==> config.mk <==
export PLATFORM = sky130hd
export DESIGN_NAME = swd_write_transfer_serializer
export DESIGN_NICKNAME = d
export VERILOG_FILES = /design/src/design/swdw_pkg.sv /design/src/design/swdw_engine.sv /design/src/design/swd_write_transfer_serializer.sv
export SDC_FILE = /design/constraint.sdc
export NUM_CORES = 1
export LEC_CHECK = 0
export BUFFER_PORTS_ARGS = -buffer_cell sky130_fd_sc_hd__buf_2
export CELL_PAD_IN_SITES_DETAIL_PLACEMENT = 1
export CELL_PAD_IN_SITES_GLOBAL_PLACEMENT = 1
export CORE_ASPECT_RATIO = 1.2
export CORE_MARGIN = 5
export CORE_UTILIZATION = 45
export DETAILED_ROUTE_END_ITERATION = 16
export GPL_ROUTABILITY_DRIVEN = 0
export GPL_TIMING_DRIVEN = 0
export PLACE_DENSITY_LB_ADDON = 0.1
export SYNTH_ARGS = -nofsm -noshare
export SYNTH_HDL_FRONTEND = slang
export SYNTH_HIERARCHICAL = 1
export SYNTH_SLANG_ARGS = --single-unit
==> constraint.sdc <==
create_clock -name clk_i -period 6 [get_ports clk_i]
set_input_delay 0.9 -clock clk_i [delete_from_list [all_inputs] [get_ports clk_i]]
set_output_delay 0.9 -clock clk_i [all_outputs]
set_load 0.02 [all_outputs]
==> src/design/swdw_pkg.sv <==
// ----------------------------------------------------------------------------
// SWD write serializer package
// Frame phase codes, field widths, item codes and the result type.
// ----------------------------------------------------------------------------
package swdw_pkg;

  localparam int unsigned DATA_BITS = 32;
  localparam int unsigned REQ_BITS  = 4;
  localparam int unsigned ACK_BITS  = 3;
  localparam int unsigned TURN_W    = 3;
  localparam int unsigned PHASE_W   = 6;

  // Item codes
  typedef enum logic {
    ACT_START = 1'b0,
    ACT_TICK  = 1'b1
  } action_e;

  // Frame phases
  localparam logic [PHASE_W-1:0] PH_START      = 6'd0;
  localparam logic [PHASE_W-1:0] PH_REQ0       = 6'd1;
  localparam logic [PHASE_W-1:0] PH_REQ3       = 6'd4;
  localparam logic [PHASE_W-1:0] PH_PARITY_REQ = 6'd5;
  localparam logic [PHASE_W-1:0] PH_STOP       = 6'd6;
  localparam logic [PHASE_W-1:0] PH_PARK       = 6'd7;
  localparam logic [PHASE_W-1:0] PH_TA1        = 6'd8;
  localparam logic [PHASE_W-1:0] PH_ACK0       = 6'd9;
  localparam logic [PHASE_W-1:0] PH_ACK2       = 6'd11;
  localparam logic [PHASE_W-1:0] PH_TA2        = 6'd12;
  localparam logic [PHASE_W-1:0] PH_DATA0      = 6'd13;
  localparam logic [PHASE_W-1:0] PH_DATA_LAST  = 6'd44;
  localparam logic [PHASE_W-1:0] PH_DATA_PAR   = 6'd45;

  // One result item
  typedef struct packed {
    logic                line_out;
    logic                line_drive;
    logic [ACK_BITS-1:0] ack_code;
    logic                done_res;
  } swdw_res_t;

endpackage

==> src/design/swdw_engine.sv <==
// ----------------------------------------------------------------------------
// SWD write serializer frame engine
// Holds the transfer state and works out one serial clock per tick item.
// ----------------------------------------------------------------------------
module swdw_engine (
  input  logic                            clk_i,
  input  logic                            rst_ni,
  input  logic                            item_en_i,
  input  logic                            action_i,
  input  logic [swdw_pkg::REQ_BITS-1:0]   request_i,
  input  logic [swdw_pkg::DATA_BITS-1:0]  write_word_i,
  input  logic                            line_in_i,
  input  logic [swdw_pkg::TURN_W-1:0]     turnaround_i,
  output swdw_pkg::swdw_res_t             res_o
);
  import swdw_pkg::*;

  logic                 busy_q, busy_d;
  logic [PHASE_W-1:0]   phase_q, phase_d, phase_eff;
  logic [TURN_W-1:0]    turn_q, turn_d, turn_eff, turn_inc;
  logic [REQ_BITS-1:0]  request_q, request_d;
  logic [DATA_BITS-1:0] word_q, word_d;
  logic                 parity_q, parity_d;
  logic [ACK_BITS-1:0]  ack_q, ack_d;
  logic [1:0]           req_idx, ack_idx;
  logic                 req_bit;
  swdw_res_t            res;

  assign req_idx  = 2'(phase_eff - PH_REQ0);
  assign ack_idx  = 2'(phase_eff - PH_ACK0);
  assign req_bit  = request_q[req_idx];
  assign turn_inc = turn_eff + 3'd1;

  // Work out the next state and the line for this tick
  always_comb begin
    busy_d    = busy_q;
    request_d = request_q;
    word_d    = word_q;
    parity_d  = parity_q;
    ack_d     = ack_q;
    phase_eff = phase_q;
    turn_eff  = turn_q;
    res       = '{line_out: 1'b1, line_drive: 1'b1, ack_code: '0, done_res: 1'b0};

    // End a turnaround that has already run its count
    if (busy_q && (phase_q == PH_TA1 || phase_q == PH_TA2) && turn_q >= turnaround_i) begin
      phase_eff = phase_q + 6'd1;
      turn_eff  = '0;
    end
    phase_d = phase_eff;
    turn_d  = turn_eff;

    if (action_i == ACT_START) begin
      busy_d    = 1'b1;
      phase_d   = PH_START;
      turn_d    = '0;
      request_d = request_i;
      word_d    = write_word_i;
      parity_d  = 1'b0;
      ack_d     = '0;
    end else if (busy_q) begin
      case (phase_eff) inside
        PH_START: begin
          phase_d = phase_eff + 6'd1;
        end
        [PH_REQ0:PH_REQ3]: begin
          res.line_out = req_bit;
          parity_d     = parity_q ^ req_bit;
          phase_d      = phase_eff + 6'd1;
        end
        PH_PARITY_REQ: begin
          res.line_out = parity_q;
          parity_d     = 1'b0;
          phase_d      = phase_eff + 6'd1;
        end
        PH_STOP: begin
          res.line_out = 1'b0;
          phase_d      = phase_eff + 6'd1;
        end
        PH_PARK: begin
          phase_d = phase_eff + 6'd1;
        end
        PH_TA1, PH_TA2: begin
          res.line_out   = 1'b0;
          res.line_drive = 1'b0;
          if (turn_inc >= turnaround_i) begin
            phase_d = phase_eff + 6'd1;
            turn_d  = '0;
          end else begin
            turn_d = turn_inc;
          end
        end
        [PH_ACK0:PH_ACK2]: begin
          res.line_out   = 1'b0;
          res.line_drive = 1'b0;
          ack_d[ack_idx] = line_in_i;
          phase_d        = phase_eff + 6'd1;
        end
        [PH_DATA0:PH_DATA_LAST]: begin
          res.line_out = word_q[0];
          parity_d     = parity_q ^ word_q[0];
          word_d       = word_q >> 1;
          phase_d      = phase_eff + 6'd1;
        end
        default: begin
          // Data parity closes the transfer
          res.line_out = parity_q;
          res.ack_code = ack_q;
          res.done_res = 1'b1;
          busy_d       = 1'b0;
          phase_d      = PH_START;
          turn_d       = '0;
        end
      endcase
    end
  end

  assign res_o = res;

  // Hold transfer state, advance on each accepted item
  always_ff @(posedge clk_i or negedge rst_ni) begin
    if (!rst_ni) begin
      busy_q    <= 1'b0;
      phase_q   <= PH_START;
      turn_q    <= '0;
      request_q <= '0;
      parity_q  <= 1'b0;
      ack_q     <= '0;
    end else if (item_en_i) begin
      busy_q    <= busy_d;
      phase_q   <= phase_d;
      turn_q    <= turn_d;
      request_q <= request_d;
      parity_q  <= parity_d;
      ack_q     <= ack_d;
    end
  end

  // Data shifter
  always_ff @(posedge clk_i) begin
    if (item_en_i) begin
      word_q <= word_d;
    end
  end

endmodule

==> src/design/swd_write_transfer_serializer.sv <==
// ----------------------------------------------------------------------------
// SWD write transfer serializer
// Serial-wire write transaction engine, one serial clock per tick item.
// ----------------------------------------------------------------------------
// Usage:
//   Input channel (in_valid_i / in_stall_o) carries items. A start item
//   (action_i = 0) loads request_i and write_word_i and gives no result.
//   Each tick item (action_i = 1) is one serial clock; it samples line_in_i
//   and gives one result item on the output channel (out_valid_o /
//   out_stall_i): line level, drive enable, and on the final data parity
//   tick done_res_o with the sampled ack_code_o.
//   A tick's result shows in the cycle after the item is accepted. One item
//   is accepted every clock unless a held result is stalled: the output
//   register frees up in the same cycle its result is taken.
//   While the receiver stalls a held result, in_stall_o is raised and no
//   item is accepted; the held result does not change.
//   cfg_we_i / cfg_wdata_i set the turnaround length; write while idle.
//   Reset clears the engine to idle (line driven high on ticks), empties the
//   output register and sets the turnaround length to 1.
// ----------------------------------------------------------------------------
module swd_write_transfer_serializer (
  input  logic                            clk_i,
  input  logic                            rst_ni,
  input  logic                            cfg_we_i,
  input  logic [swdw_pkg::TURN_W-1:0]     cfg_wdata_i,
  input  logic                            in_valid_i,
  output logic                            in_stall_o,
  input  logic                            action_i,
  input  logic [swdw_pkg::REQ_BITS-1:0]   request_i,
  input  logic [swdw_pkg::DATA_BITS-1:0]  write_word_i,
  input  logic                            line_in_i,
  output logic                            out_valid_o,
  input  logic                            out_stall_i,
  output logic                            line_out_o,
  output logic                            line_drive_o,
  output logic [swdw_pkg::ACK_BITS-1:0]   ack_code_o,
  output logic                            done_res_o
);
  import swdw_pkg::*;

  logic [TURN_W-1:0] turnaround_q;
  logic              in_accept;
  logic              out_valid_q, out_valid_d;
  swdw_res_t         res;
  swdw_res_t         res_q;

  assign in_stall_o = out_valid_q & out_stall_i;
  assign in_accept  = in_valid_i & ~in_stall_o;

  // Turnaround length register
  always_ff @(posedge clk_i or negedge rst_ni) begin
    if (!rst_ni) begin
      turnaround_q <= 3'd1;
    end else if (cfg_we_i) begin
      turnaround_q <= cfg_wdata_i;
    end
  end

  swdw_engine u_engine (
    .clk_i        (clk_i),
    .rst_ni       (rst_ni),
    .item_en_i    (in_accept),
    .action_i     (action_i),
    .request_i    (request_i),
    .write_word_i (write_word_i),
    .line_in_i    (line_in_i),
    .turnaround_i (turnaround_q),
    .res_o        (res)
  );

  // Load on tick items, drop once taken
  always_comb begin
    out_valid_d = out_valid_q;
    if (in_accept && action_i == ACT_TICK) begin
      out_valid_d = 1'b1;
    end else if (!out_stall_i) begin
      out_valid_d = 1'b0;
    end
  end

  always_ff @(posedge clk_i or negedge rst_ni) begin
    if (!rst_ni) begin
      out_valid_q <= 1'b0;
    end else begin
      out_valid_q <= out_valid_d;
    end
  end

  // Result register
  always_ff @(posedge clk_i) begin
    if (in_accept && action_i == ACT_TICK) begin
      res_q <= res;
    end
  end

  assign out_valid_o  = out_valid_q;
  assign line_out_o   = res_q.line_out;
  assign line_drive_o = res_q.line_drive;
  assign ack_code_o   = res_q.ack_code;
  assign done_res_o   = res_q.done_res;

endmodule

# Word-level counts from Yosys, hierarchy flattened
# Index checks and enable logic that the tools add are counted.
[word_totals] n_memories=0 mem_bits_rw=0 output_inout_bits=8 latch_bits=0 elab_cells=157 rom_bits=0 reg_bits=60
[classes] n_bitwise=7 multipliers=0 n_lt_le_gt_ge=11 muxes=80 n_reduce_logical=18 eq_ne=23 n_addsub=5 shift=0 div=0
[ops] operator="$mux W32" n=10
[ops] operator="$mux W6" n=12
[ops] operator="$mux W3" n=21
[ops] operator="$mux W1" n=34
[ops] operator="$eq A6 B4 Y1 const B" n=4
[ops] operator="$eq A6 B3 Y1 const B" n=3
[ops] operator="$ne A4 B2 Y1 const B" n=4
[ops] operator="$ne A2 B2 Y1 const B" n=7
[ops] operator="$add A6 B1 Y6 const B" n=2
[ops] operator="$ge A6 B4 Y1 const B" n=2
[ops] operator="$reduce_or A11 Y1" n=1
[ops] operator="$reduce_and A10 Y1" n=1
[ops] operator="$reduce_or A10 Y1" n=1
[ops] operator="$reduce_and A9 Y1" n=1
[ops] operator="$ne A2 B1 Y1 const B" n=4
[ops] operator="$reduce_and A8 Y1" n=1
[ops] operator="$logic_and A1 B1 Y1" n=7
[ops] operator="$reduce_or A7 Y1" n=1
[ops] operator="$ge A3 B3 Y1" n=2
[ops] operator="$ge A6 B1 Y1 const B" n=1
[ops] operator="$le A6 B3 Y1 const B" n=1
[ops] operator="$le A6 B4 Y1 const B" n=1
[ops] operator="$le A6 B6 Y1 const B" n=1
[ops] operator="$logic_not A6 Y1" n=1
[ops] operator="other kinds (15)" n=21

# Logic depth before layout (Yosys ltp)
# Gate-level depths: netlist of run 1.
[logic_depth] ltp_word=20 depth_mapped=18 mapped_depth_nobuf=17

# Cells and area by module
# Netlist of run 1, hierarchy kept.
[modules_own_cells] mod="swdw_engine" cells_each=306 area_per_inst_um2=3194.3 instances=1
[modules_own_cells] mod="swd_write_transfer_serializer" cells_each=18 area_per_inst_um2=341.6 instances=1

# Least setup slack after synthesis of run 1
# Ideal clock, no wire load.
[synth_path] path_kind="register to register" start="register turnaround_q[0]" end="register u_engine.word_q[0] (enable)" arrival_ps=4120 setup_time_ps=432 period_less_slack_ps=4552 path_slack_ps=1448 required_time_ps=5568 path_stages_with_launch=16 cell_sequence="dfstp_2 -> ha_1 -> nor2b_1 -> o21ai_1 -> and3_4 -> buf_8 -> nand2_1 -> nand2_1 -> inv_1 -> ha_1 -> clkbuf_1 -> nor2_1 -> o21ai_0 -> o211a_1 -> nand3_1 -> a21oi_1"
[synth_via] elab_chain_cells=7 elab_cells_between_ends=28 cone_classes="order compare (7); eq/ne (13); mux (1); reduce/logical (7)"
[synth_rtl] item="start: declaration" line_no="swd_write_transfer_serializer.sv:41" rtl="logic [TURN_W-1:0] turnaround_q;"
[synth_rtl] item="start signal: assignment" line_no="swd_write_transfer_serializer.sv:55" rtl="turnaround_q <= cfg_wdata_i;"
[synth_rtl] item="$ge A3 B3 Y1 *" line_no="swdw_engine.sv:46" rtl="if (busy_q && (phase_q == PH_TA1 || phase_q == PH_TA2) && turn_q >= turnaround_i) begin"
[synth_rtl] item="$logic_and A1 B1 Y1 *" line_no="swdw_engine.sv:46"
[synth_rtl] item="$mux W6 *" line_no="swdw_engine.sv:46"
[synth_rtl] item="$ge A6 B1 Y1 (no line) (tied with other cells)"
[synth_rtl] item="$logic_and A1 B1 Y1 (no line) / $reduce_or A2 Y1 (equally long branches)"
[synth_rtl] item="$ne A2 B2 Y1 (no line) / $ne A2 B1 Y1 (equally long branches)"
[synth_rtl] item="$reduce_and A10 Y1 (no line) *"
[synth_rtl] item="end signal: assignment" line_no="swdw_engine.sv:142" rtl="word_q <= word_d;"
[synth_rtl] item="end: declaration" line_no="swdw_engine.sv:22" rtl="logic [DATA_BITS-1:0] word_q, word_d;"
# Mark *: on every way between the ends. The rest lies on a longest branch, timed or not.
# A chain may end at the register's enable or synchronous reset.

# Worst setup path after layout of run 1
[layout_path] start="register u_engine.turn_q[2]" end="register u_engine.word_q[21] (enable)"
[layout_via] elab_chain_cells=7 elab_cells_between_ends=28 cone_classes="order compare (7); eq/ne (13); mux (1); reduce/logical (7)"
[layout_rtl] item="start: declaration" line_no="swdw_engine.sv:20" rtl="logic [TURN_W-1:0] turn_q, turn_d, turn_eff, turn_inc;"
[layout_rtl] item="start signal: assignment" line_no="swdw_engine.sv:132" rtl="turn_q <= turn_d;"
[layout_rtl] item="$ge A3 B3 Y1 *" line_no="swdw_engine.sv:46"
[layout_rtl] item="$logic_and A1 B1 Y1 *" line_no="swdw_engine.sv:46"
[layout_rtl] item="$mux W6 *" line_no="swdw_engine.sv:46"
[layout_rtl] item="$ge A6 B1 Y1 (no line) (tied with other cells)"
[layout_rtl] item="$logic_and A1 B1 Y1 (no line) / $reduce_or A2 Y1 (equally long branches)"
[layout_rtl] item="$ne A2 B2 Y1 (no line) / $ne A2 B1 Y1 (equally long branches)"
[layout_rtl] item="$reduce_and A10 Y1 (no line) *"
# Marks and branches as above.

==> impl_metrics.py, run 1 <==
metrics = {
    "outcome": {
        "outcome": "finished, final reports clean",
    },
    "cts": {
        "clock_sinks": 60,
        "h-tree-depth": 3,
        "cts.repair.resized": 0,
        "cts_buffers": 9,
        "cts_tree": "done",
        "cts_root_buf": "clkbuf_8",
        "clock_path_buffers": 2,
        "cts_setup_buffers": 0,
        "ctsHoldBuffers": 0,
        "clkTransAtPathRegs_ns": 0.07,
        "clk-insertion-delay-late_ns": 0.34,
    },
    "sta": {
        "post-route-period-util_pct": 71.4,
        "report.final.slew_viol_count": 0,
        "hold_violations": 0,
        "worst_slew_pin_slew_ns": 0.605,
        "period_minus_slack_ns": 4.29,
        "finClkSkew_ns": 0.00863,
        "tns_ns": 0,
        "fmax_mhz": 233,
        "slew_headroom_pct": 59.7,
        "setup_viol": 0,
        "hold_ws_ns": 0.480,
        "rsz0062_at_grt": "false",
    },
    "setup_path": {
        "cp.required_ns": 6.05,
        "crit_slowest_cell": "a21oi_4",
        "crit_path_end_kind": "register",
        "worst-path-buf-inv": 3,
        "crit_chain": "ha_1, nand2_1, o21ai_1, nand3_1, nand2_1, nand2_1, inv_1, ha_1, clkbuf_1, nor2_1, o21ai_0, o211a_1, nand3_1, a21oi_4, buf_16",
        "r2r_end": "u_engine/word_q[21]",
        "path_common_cell": "nand2_1",
        "slowest_delay_ns": 0.49,
        "setup.worst_path.start_class": "register",
        "rrSetupSlack_ns": 1.71,
        "cp_top_family": "compound AO/OA/AOI/OAI gates",
        "timing.rr.start": "u_engine/turn_q[2]",
        "r2r_cells": 15,
        "crit_type": "register to register",
        "crit_arrival_ns": 4.33,
        "cp_max_fo": 21,
    },
    "hold_path": {
        "min-delay-start": "u_engine/request_q[3]",
        "min_path_cells": 2,
        "hold_end": "u_engine/request_q[3]",
        "hp-class": "register to register",
    },
    "grt": {
        "grtUsageTotal_pct": 20.3,
        "antenna_found_initial": 0,
        "gr-total-overflow": 0,
        "grt_max_degree": 23,
        "grt_pass1_wl_mm": 15.5,
        "grt_pass1_vias": 3071,
    },
    "final_layout": {
        "drive_above_1_share_pct": 29.7,
        "finalNonFillerCells": 486,
        "num-fill-cells": 823,
        "fin_area_mm2": 0.00415,
        "final_common_cell": "buf_2",
        "layout.cells.most_common_list": "buf_2 (55), nand2_1 (46), edfxtp_1 (38), mux2_2 (34), nor2_1 (25)",
        "layout.nets": 451,
        "antennaDiodeCount": 0,
        "area_growth_syn_to_layout_pct": 17.3,
    },
    "place": {
        "place_inst": 470,
        "place_area_mm2": 0.00396,
        "place.port_buffers": 53,
        "dp_hpwl_mm": 7.22,
    },
    "detailed_routing": {
        "wirelength_mm": 9.70,
        "wl_per_cell_um": 20.0,
        "antenna_left": 0,
        "firstDrtPassIters": 4,
        "detail_route.vias_per_cell": 5.80,
        "drc_errors": 0,
        "drt-initial-drc-count": 138,
        "vias": 2821,
    },
    "power_and_ir_drop": {
        "power.density_mw_per_mm2": 340,
        "vdd_ir_drop_max_mv": 0.191,
        "p_clk_share_pct": 25.9,
        "p_leak_nw": 1.70,
        "seq_power_share_pct": 37.0,
        "sw_frac_of_total_pct": 37.0,
        "p_int_uw": 888,
        "pwr-share-comb_pct": 37.1,
        "switching_power_uw": 522,
    },
    "logic_synthesis": {
        "syn_area_mm2": 0.00354,
        "ys_warn_count": 6,
        "synthFlopType": "edfxtp_1",
        "syn-instance-count": 324,
        "synth-simple-area-share_pct": 15.5,
        "synthXorXnorAreaFrac_pct": 1.52,
        "async_flop_share_pct": 36.7,
        "muxShareOfSynthArea_pct": 12.0,
        "ys_seq_elements": 60,
        "synth_cell_type_count": 61,
        "synth_fp_nets": 386,
        "synth_fa_ha_area_share_pct": 5.66,
        "synth_top_family_by_area": "simple AND/OR/NAND/NOR gates",
        "syn_area_per_cell_um2": 10.9,
        "synth-seq-area-share_pct": 47.9,
        "synth-edff-count": 38,
        "synth_compound_area_share_pct": 14.4,
    },
    "floorplan": {
        "die-area_mm2": 0.00974,
        "die_h_um": 107,
        "start_util_pct": 46.1,
        "ios": 54,
        "core_area_mm2": 0.00766,
        "fp.dieW_um": 90.9,
        "rows": 35,
    },
    "job": {
        "drv_cap": 0,
    },
}
registers in the layout, summed over array words and instances (netlist names), 3 cells and up:
register and flops:
u_engine/word_q 32, u_engine/request_q 4, turnaround_q 3, ack_code_o 3, u_engine/turn_q 3, u_engine/ack_q 3, u_engine/phase_q 6
metal layers:
layer  GRT usage (%)  part of all wire (%)  vias to the layer above
li1                -                     -                     1324
met1            23.3                    41                     1419
met2            36.6                    53                       65
met3            4.91                   4.4                       13
met4            6.81                   1.8                        0
met5               0                     0                        -
logic make-up (layout without fill, tap and decap cells):
| group | count (synthesis) | in the layout |
|---|---|---|
| simple gates | 113 | 113 |
| compound gates | 70 | 70 |
| flops | 60 | 60 |
| mux | 37 | 37 |
| buf+inv | 24 | 94 |
| fa+ha+maj | 16 | 16 |
| xor+xnor | 4 | 4 |
per-stage QoR:
step	power (mW)	utilization [%]	setup slack (ns)
CTS	1.42	54.1	1.76
finish	1.41	54.1	1.71
global placement	1.02	51.1	0.263
floorplan	0.890	-	1.45
global route	1.49	54.1	1.52
detailed placement	1.05	51.6	1.80
tightest hold or removal path, stage by stage (launching register included):
cell and delay [ns]:
dfrtp_1 0.34, nand2_1 0.06, nand2_1 0.05
synth_stat cells, drive strengths merged, types with 2 or more instances:
library cell | count | share of area (%)
ha | 16 | 5.7
o211ai | 4 | 0.85
o21ai | 14 | 2.4
clkbuf | 4 | 0.42
a21o | 7 | 1.5
o311a | 2 | 0.57
edfxtp | 38 | 32
or3 | 2 | 0.35
or2 | 3 | 0.53
nor4b | 2 | 0.67
o32ai | 2 | 0.50
nand3 | 7 | 1.1
xnor2 | 3 | 1.3
nor2 | 25 | 2.7
o211a | 2 | 0.57
mux2i | 2 | 0.57
and3 | 2 | 0.50
a32o | 5 | 1.4
nand2b | 3 | 0.53
and2 | 6 | 1.1
nor3 | 8 | 1.3
nand2 | 46 | 4.9
a31oi | 2 | 0.35
mux2 | 34 | 11
o31ai | 3 | 0.78
o21a | 4 | 0.85
a21oi | 13 | 1.8
buf | 7 | 1.1
dfrtp | 21 | 15
inv | 13 | 1.4
a211oi | 2 | 0.42
nor2b | 4 | 0.71
a21boi | 2 | 0.42
worst max path at each step:
stage,start,to,slack [ns],cells past startpoint
after detailed placement,u_engine/turn_q[2],u_engine/word_q[21],1.80,15
after floorplan,turnaround_q[0],u_engine/word_q[0],1.45,15
after CTS,u_engine/turn_q[2],u_engine/word_q[15],1.76,15
after global placement,u_engine/turn_q[2],u_engine/word_q[20],0.26,14
final,u_engine/turn_q[2],u_engine/word_q[21],1.71,15
after global routing,turnaround_q[2],u_engine/word_q[27],1.52,16
final cells by class:
cell class	instances	area (um^2)	share of cell area, %
plain buffers	11	55.1	1.33
clock buffers	11	141	3.41
clock inverters	5	51.3	1.24
inverters	13	48.8	1.18
multi-input cells	240	1750	42.2
flip-flops and latches	60	1690	40.8
well taps	92	115	2.78
repair buffers	54	293	7.06
power by group through the flow:
stage / Combinational, mW / Clock (mW) / Sequential [mW]
after floorplan: 0.372 / 0 / 0.519
after global placement: 0.494 / 0 / 0.527
after detailed placement: 0.518 / 0 / 0.530
after CTS: 0.523 / 0.373 / 0.522
after global routing: 0.570 / 0.396 / 0.526
final: 0.524 / 0.365 / 0.521
(Power assumes the default switching activity.)
==> run 2, diff against run 1 <==
- ABC_AREA: not set -> 1
- CORE_UTILIZATION: 45 -> 42
- clock period: 6 -> 4.4 ns (I/O delays scaled with it)
==> impl_metrics.py, run 2 <==
metrics = {
    "detailed_routing": {
        "firstDrtPassIters": 4,
        "vias": 3171,
        "drt-initial-drc-count": 124,
        "wirelength_mm": 9.07,
        "antenna_left": 0,
        "drc_errors": 0,
        "detail_route.vias_per_cell": 4.98,
        "wl_per_cell_um": 14.2,
    },
    "grt": {
        "grt_pass1_wl_mm": 15.5,
        "grt_pass1_vias": 3299,
        "antenna_found_initial": 0,
        "gr-total-overflow": 0,
        "grt_max_degree": 24,
        "grtUsageTotal_pct": 18.6,
    },
    "floorplan": {
        "fp.dieW_um": 94.2,
        "die_h_um": 111,
        "start_util_pct": 43.6,
        "die-area_mm2": 0.0105,
        "rows": 36,
        "core_area_mm2": 0.00820,
        "ios": 54,
    },
    "logic_synthesis": {
        "synth_top_area_share_pct": 32.0,
        "syn_area_mm2": 0.00357,
        "syn_area_per_cell_um2": 7.88,
        "synth_cell_type_count": 31,
        "synth-edff-count": 38,
        "ys_warn_count": 6,
        "ys_top_cells_by_area": "edfxtp_1 (32%), nand2_1 (20%), dfrtp_1 (15%)",
        "ys_seq_elements": 60,
        "syn-instance-count": 453,
        "synth_fp_nets": 515,
        "yosys-top-cells-count": "nand2_1 (192), inv_1 (44), edfxtp_1 (38)",
        "yosysTopAreaCell": "edfxtp_1",
        "synthFlopType": "edfxtp_1",
        "synth_most_common_cell": "nand2_1",
        "async_flop_share_pct": 36.7,
        "synth-seq-area-share_pct": 47.4,
    },
    "cts": {
        "h-tree-depth": 3,
        "cts_root_buf": "clkbuf_8",
        "clk-insertion-delay-late_ns": 0.34,
        "clock_sinks": 60,
        "cts_setup_buffers": 0,
        "ctsHoldBuffers": 0,
        "cts_buffers": 9,
        "cts.repair.resized": 0,
        "clock_path_buffers": 2,
        "clkTransAtPathRegs_ns": 0.08,
        "cts_tree": "done",
    },
    "final_layout": {
        "top_register": "u_engine/word_q",
        "reg_top3": "u_engine/word_q x32, u_engine/phase_q x6, u_engine/request_q x4",
        "drive_above_1_share_pct": 18.9,
        "final_common_cell": "nand2_1",
        "finalNonFillerCells": 637,
        "final_core_utilization_pct": 51.7,
        "fin_area_mm2": 0.00424,
        "antennaDiodeCount": 0,
        "area_growth_syn_to_layout_pct": 18.7,
        "layout.cells.most_common_list": "nand2_1 (192), buf_2 (53), inv_1 (44), edfxtp_1 (38), nand3_1 (34)",
        "layout.nets": 580,
        "largest_register_ffs": 32,
    },
    "power_and_ir_drop": {
        "p_leak_nw": 2.11,
        "vdd_ir_drop_max_mv": 0.235,
        "power.density_mw_per_mm2": 612,
        "totalPowerFinal_mw": 2.59,
    },
    "setup_path": {
        "path_common_cell": "nand2_1",
        "cp_max_fo": 23,
        "crit_chain": "ha_1, inv_1, nand2_1, nand2_1, nand2_1, nand2_2, nand2_1, nand2_1, inv_1, ha_1, inv_1, nor2_1, nand2_2, nand2_2, nor2_1, nor2_2, a21oi_4, buf_16",
        "crit_arrival_ns": 3.87,
        "slowest_delay_ns": 0.55,
        "cp.required_ns": 4.45,
        "crit_path_end_kind": "register",
        "setup.worst_path.start_class": "register",
        "crit_type": "register to register",
        "crit_slowest_cell": "dfstp_2",
    },
    "outcome": {
        "outcome": "finished, final reports clean",
    },
    "sta": {
        "setup_slack_ns": 0.580,
        "tns_ns": 0,
        "hold_violations": 0,
        "worst_slew_pin_slew_ns": 0.562,
        "setup_viol": 0,
        "finClkSkew_ns": 0.0118,
        "hold_ws_ns": 0.296,
        "report.final.slew_viol_count": 0,
        "post-route-period-util_pct": 86.8,
        "rsz0062_at_grt": "false",
        "slew_headroom_pct": 62.5,
        "fmax_mhz": 262,
        "period_minus_slack_ns": 3.82,
    },
    "place": {
        "dp_hpwl_mm": 6.89,
        "post-place-ws_ns": 0.558,
        "place.port_buffers": 53,
        "place_inst": 621,
        "place_area_mm2": 0.00402,
    },
    "hold_path": {
        "hp-class": "input pin to asynchronous set/reset pin",
    },
    "job": {
        "drv_cap": 0,
    },
}
run 2: kinds of logic (layout without fill, tap and decap cells):
logic type,Yosys count,count (layout),synth area share [%]
adder cells (fa/ha/maj),16,16,5.61
XOR/XNOR,8,8,1.96
buffers and inverters,56,126,6.03
flip-flops,60,60,47.4
AND/OR/NAND/NOR,275,275,33.3
AO/OA/AOI/OAI,38,38,5.71
run 2: area by class of cell:
class	count	area [um^2]
clock buffer	9	124
multi-input combinational	337	1670
clock inverter	7	98.8
inverter	47	176
fill	1081	3960
timing repair buffer	54	293
tap	114	143
buffer	9	38.8
sequential	60	1690
run 2: worst max-delay path: cells and delay by family, from the launching register on:
family	cells	cell delay (ns)
flops	1	0.55
fa+ha+maj	2	0.51
simple gates	11	1.41
buf+inv	4	0.68
compound gates	1	0.37
run 2: power by group:
part           internal [mW]  switching (mW)
Clock                  0.323           0.246
Sequential             0.758          0.0611
Combinational          0.388           0.818
Total                   1.47            1.13
run 2: layer usage:
layer | GRT usage [%] | vias up | wire length [um]
met3 | 3.53 | 10 | 212
met1 | 23.1 | 1534 | 3910
met5 | 0 | - | 0
li1 | - | 1578 | -
met2 | 32.6 | 49 | 4850
met4 | 5.01 | 0 | 99
run 2: final timing paths:
check	start	end	slack, ns	cells past startpoint
min in group clk_i	u_engine/request_q[2]	u_engine/request_q[2]	0.48	2
max	turnaround_q[0]	u_engine/word_q[14]	0.58	18
max reg2reg	turnaround_q[0]	u_engine/word_q[14]	0.58	18
max in group asynchronous	rst_ni	u_engine/ack_q[2]	3.72	1
min reg2reg	u_engine/request_q[2]	u_engine/request_q[2]	0.48	2
min	rst_ni	u_engine/turn_q[1]	0.30	1
